File: src/swkm_pkg.sv
// Shared types, constants and default keyword table of the sliding window keyword matcher.
package swkm_pkg;

    localparam int MAX_KEY_LEN_DEF = 20;
    localparam int NUM_ENTRIES_DEF = 32;

    localparam logic [1:0] CMD_KEY  = 2'd0;
    localparam logic [1:0] CMD_LOAD = 2'd1;
    localparam logic [1:0] CMD_LEN  = 2'd2;

    // default table: words are right-justified, first character in the top used byte
    localparam int DEF_COUNT  = 19;
    localparam int DEF_WORD_W = 7;

    localparam logic [DEF_WORD_W*8-1:0] DEF_WORDS [DEF_COUNT] = '{
        "NRG", "OTWO", "MAP", "BYE", "NUKE", "SEE", "WOW", "MAG", "RIF", "POW",
        "TOAST", "MELT", "PUFF", "ZIP", "PZBXAY", "AMMO", "QWE", "SHIT", "YOURMOM"
    };
    localparam int DEF_LENS [DEF_COUNT] = '{
        3, 4, 3, 3, 4, 3, 3, 3, 3, 3, 5, 4, 4, 3, 6, 4, 3, 4, 7
    };
    localparam logic [4:0] DEF_TAGS [DEF_COUNT] = '{
        5'd0, 5'd1, 5'd2, 5'd5, 5'd4, 5'd7, 5'd6, 5'd8, 5'd9, 5'd10,
        5'd11, 5'd3, 5'd13, 5'd14, 5'd12, 5'd15, 5'd18, 5'd19, 5'd20
    };

    typedef enum logic [1:0] {
        ST_IDLE,
        ST_CMP,
        ST_RES
    } swkm_state_t;

    typedef struct packed {
        logic       char_en;
        logic       len_en;
        logic [4:0] index;
        logic [4:0] position;
        logic [7:0] value;
        logic [4:0] length;
    } swkm_wr_t;

    typedef struct packed {
        logic shift;
        logic clear;
    } swkm_win_ctrl_t;

    function automatic logic [7:0] fold_upper(input logic [7:0] b);
        logic [7:0] r;
        r = b;
        if (b >= 8'h61 && b <= 8'h7a)
        begin
            r = b - 8'h20;
        end
        return r;
    endfunction

    function automatic logic [7:0] def_char(input int e, input int k);
        logic [7:0] c;
        c = 8'h00;
        if (e < DEF_COUNT)
        begin
            if (k < DEF_LENS[e])
            begin
                c = DEF_WORDS[e][(DEF_LENS[e]-1-k)*8 +: 8];
            end
        end
        return c;
    endfunction

    function automatic int def_len(input int e, input int max_len);
        int n;
        n = 0;
        if (e < DEF_COUNT)
        begin
            n = (DEF_LENS[e] > max_len) ? max_len : DEF_LENS[e];
        end
        return n;
    endfunction

    function automatic logic [4:0] def_tag(input int e);
        logic [4:0] t;
        t = 5'd0;
        if (e < DEF_COUNT)
        begin
            t = DEF_TAGS[e];
        end
        return t;
    endfunction

endpackage

File: src/swkm_win_cell.sv
// One byte of the history window: shifts from its neighbour, clears on a hit.
module swkm_win_cell (
    input  logic                    clk,
    input  logic                    rst_n,
    input  swkm_pkg::swkm_win_ctrl_t ctrl,
    input  logic [7:0]              shift_in,
    output logic [7:0]              byte_out
);
    import swkm_pkg::*;

    logic [7:0] byte_reg;
    logic [7:0] byte_next;

    always_comb
    begin
        byte_next = byte_reg;
        if (ctrl.clear)
        begin
            byte_next = 8'h00;
        end
        else if (ctrl.shift)
        begin
            byte_next = shift_in;
        end
    end

    always_ff @(posedge clk or negedge rst_n)
    begin
        if (!rst_n)
        begin
            byte_reg <= 8'h00;
        end
        else
        begin
            byte_reg <= byte_next;
        end
    end

    assign byte_out = byte_reg;

endmodule

File: config.mk
export PLATFORM = sky130hd
export DESIGN_NAME = swkm_win_cell
export DESIGN_NICKNAME = d
export VERILOG_FILES = /design/src/swkm_pkg.sv /design/src/swkm_win_cell.sv
export SDC_FILE = /design/constraint.sdc
export NUM_CORES = 1
export LEC_CHECK = 0
export ABC_AREA = 1
export BUFFER_PORTS_ARGS = -buffer_cell sky130_fd_sc_hd__buf_2
export CORE_AREA = 2 2 39 41
export CTS_CLUSTER_DIAMETER = 60
export DETAILED_ROUTE_END_ITERATION = 7
export DIE_AREA = 0 0 41 43
export GPL_TIMING_DRIVEN = 0
export SLEW_MARGIN = 25
export SYNTH_ARGS = -nofsm -noshare
export SYNTH_HDL_FRONTEND = slang
export SYNTH_SLANG_ARGS = --single-unit
File: constraint.sdc
create_clock -name clk -period 0.8 [get_ports clk]
set_input_delay 0.16 -clock clk [delete_from_list [all_inputs] [get_ports clk]]
set_output_delay 0.16 -clock clk [all_outputs]
set_load 0.05 [all_outputs]
==> impl_metrics.csv <==
group,metric,value,unit
synthesis,synthTopCellsByCount,"nand2_1 (16), dfrtp_1 (8), nand3_1 (8)",
floorplanning,ios,20,
setup_path,rr_startpoint,"byte_out[6]$_DFFE_PN0P_",
clocking,numClockSinks,8,
clocking,clock_path_buffers,2,
floorplanning,die_area,0.00176,mm²
cells_and_area,nNetsFinal,71,
clocking,cts_root_buf,"clkbuf_4",
timing,finalHoldViolCount,0,
global_route,grt_antenna_before_repair,0,
power_and_ir_drop,p_sw,0.000278,W
synthesis,syn_inst,35,
min_path,min_from,"shift_in[7]",
timing,grt_setup_unrepaired,"yes",
clocking,clock_latency,0.24,ns
setup_path,worstPathArrival,0.80,ns
drt,drc,0,
min_path,hold_depth,3,
global_route,grt_pass1_vias,301,
drt,totalWireLength,745,µm
timing,final-setup-viol-count,8,
timing,tightest_slew,0.177,ns
timing,whs,0.144,ns
cells_and_area,drive_gt1_share,56.1,%
power_and_ir_drop,power_density,1790,mW/mm²
power_and_ir_drop,p_seq_share,46.4,%
clocking,cts_made_buffers,3,
setup_path,cpMaxStageDelayCell,"dfrtp_2",
global_route,grt_max_degree,10,
setup_path,crit_family,"flip-flops",
min_path,min_to,"byte_out[7]$_DFFE_PN0P_",
synthesis,synth_area_leaders,"dfrtp_1 (60%), nand2_1 (18%), nand3_1 (12%)",
synthesis,ys.flop_type,"dfrtp_1",
synthesis,syn-cell-area,335,µm²
global_route,grtUsageTotal,9.74,%
placement,io_buffers,18,
global_route,grt_first_pass_wirelength,1.12,mm
status,violations,"setup timing",
synthesis,synth_area_per_cell,9.58,µm²
power_and_ir_drop,ir_drop,0.000532,V
drt,wl_per_cell,10.2,µm
floorplanning,die_width,41,µm
drt,drtIter0Drc,0,
power_and_ir_drop,p_clk_share,30.3,%
setup_path,cp_max_fo,2,
placement,gp_congestion,0.590,
run,maxCapViolCount,0,
setup_path,critPathBufInv,1,
clocking,cts.clk_slew.worst_paths,0.05,ns
cells_and_area,synthToLayoutAreaGrowth,60.4,%
drt,viasPerCell,4.30,
synthesis,synth_top_area_share,59.7,%
synthesis,synth-edff-count,0,
clocking,cts_tree,"done",
timing,timing.final.crit_share,121,%
drt,first_pass_iters,1,
setup_path,cpPeakStageDelay,0.41,ns
setup_path,rr_endpoint,"byte_out[6]$_DFFE_PN0P_",
status,status,"finished, violations left",
setup_path,cp-end-kind,"output pin",
synthesis,yosys_warnings,0,
floorplanning,initial_core_util,24.2,%
power_and_ir_drop,swShare,28.8,%
setup_path,path_cells,"buf_6",
cells_and_area,num-fill-cells,151,
power_and_ir_drop,intPower,0.000687,W
setup_path,r2r_setup_slack,0.18,ns
cells_and_area,largest_reg_flops,8,
timing,skew,0,ns
timing,fmax,1040,MHz
placement,post-dp-hpwl,573,µm
min_path,hold_class,"input port to register",
timing,fin_crit,0.964,ns
power_and_ir_drop,power_frac_comb,23.3,%
drt,num_vias,314,
global_route,grt_overflow,0,
cells_and_area,num_antenna_cells,0,
timing,fin_ws,-0.164,ns
floorplanning,die_h,43,µm
setup_path,start_kind,"register",
synthesis,post-synth-top-count-cell,"nand2_1",
timing,slew_violations,0,
setup_path,crit_required,0.64,ns
setup_path,reg2reg_depth,2,
timing,maxSlewHeadroom,88.2,%
floorplanning,rows,14,
cells_and_area,final_util,38.9,%
synthesis,syn-num-nets,47,
setup_path,crit_type,"register to output pin",
power_and_ir_drop,p_leak,0.289,nW
synthesis,ys_seq_elements,8,
synthesis,synthDistinctLibCells,6,
synthesis,yosys.area.top_type,"dfrtp_1",
clocking,cts_max_level,1,
floorplanning,core,0.00138,mm²
synthesis,synthArstFlopShare,100,%
drt,drtAntennaViolNets,0,
synthesis,yosysSeqAreaShare,59.7,%
## power by group through the flow
stage | clock (W) | combinational, W | sequential, W
5_1_grt | 0.000331 | 0.000240 | 0.000450
3_5_place_dp | 0 | 0.000196 | 0.000449
3_3_place_gp | 0 | 0.000195 | 0.000448
4_1_cts | 0.000310 | 0.000228 | 0.000448
2_1_floorplan | 0 | 0.0000451 | 0.000532
6_report | 0.000292 | 0.000225 | 0.000448
## metal layers
metal	part of all wire (%)	track usage, %
met2	47	15.6
met1	42	8.97
met3	10	3.66
met5	0	0
met4	0	8.00
## timing repair
action	in CTS	in global routing
hold buffers	1	0
gates resized for setup	16	0
endpoints found under the setup margin	8	8
setup buffers	0	0
hold endpoints to repair	8	0
## final cells by class
cell class                 count  area [µm²]  area share [%]
sequential                     8         210            39.1
timing repair buffer          19         150            27.9
multi-input combinational     25         120            22.3
clock buffer                   3        22.5            4.19
tap                           16        20.0            3.72
buffer                         1        11.3            2.09
inverter                       1        3.75           0.698
## cell families after synthesis
| family | synth area share, % |
|---|---|
| buffers and inverters | 4.48 |
| flip-flops | 59.7 |
| AND/OR/NAND/NOR | 35.8 |
## cells in the final DEF (no fill, tap or decap)
cell type,instances
dfrtp_2,8
inv_2,1
nand2_1,16
buf_2,10
clkbuf_4,3
nand3_1,8
dlygate4sd3_1,1
buf_6,9
nor2_8,1
## how the worst max path moves through the flow
stage	start	slack (ns)	cells past startpoint	endpoint
6_report	byte_out[7]$_DFFE_PN0P_	-0.16	1	byte_out[7]
5_1_grt	byte_out[5]$_DFFE_PN0P_	-0.20	1	byte_out[5]
4_1_cts	byte_out[7]$_DFFE_PN0P_	-0.18	1	byte_out[7]
2_1_floorplan	byte_out[0]$_DFFE_PN0P_	0.05	2	byte_out[0]$_DFFE_PN0P_
3_3_place_gp	byte_out[0]$_DFFE_PN0P_	0.05	1	byte_out[0]
3_5_place_dp	byte_out[6]$_DFFE_PN0P_	0.05	1	byte_out[6]
## worst min-delay path, stage by stage
cell and delay (ns):
buf_2 0.07, nand3_1 0.06, nand2_1 0.06
## metrics by stage
stage	instance area (µm²)	instances	worst slack [ns]	TNS, ns	power [W]
2_1_floorplan	345	35	0.0501	0	0.000577
3_3_place_gp	455	69	0.0508	0	0.000643
3_5_place_dp	455	69	0.0471	0	0.000645
4_1_cts	538	73	-0.177	-1.37	0.000986
5_1_grt	538	73	-0.198	-1.53	0.00102
6_report	538	73	-0.164	-1.28	0.000965
Note: power is estimated with default switching activity, not from simulation.
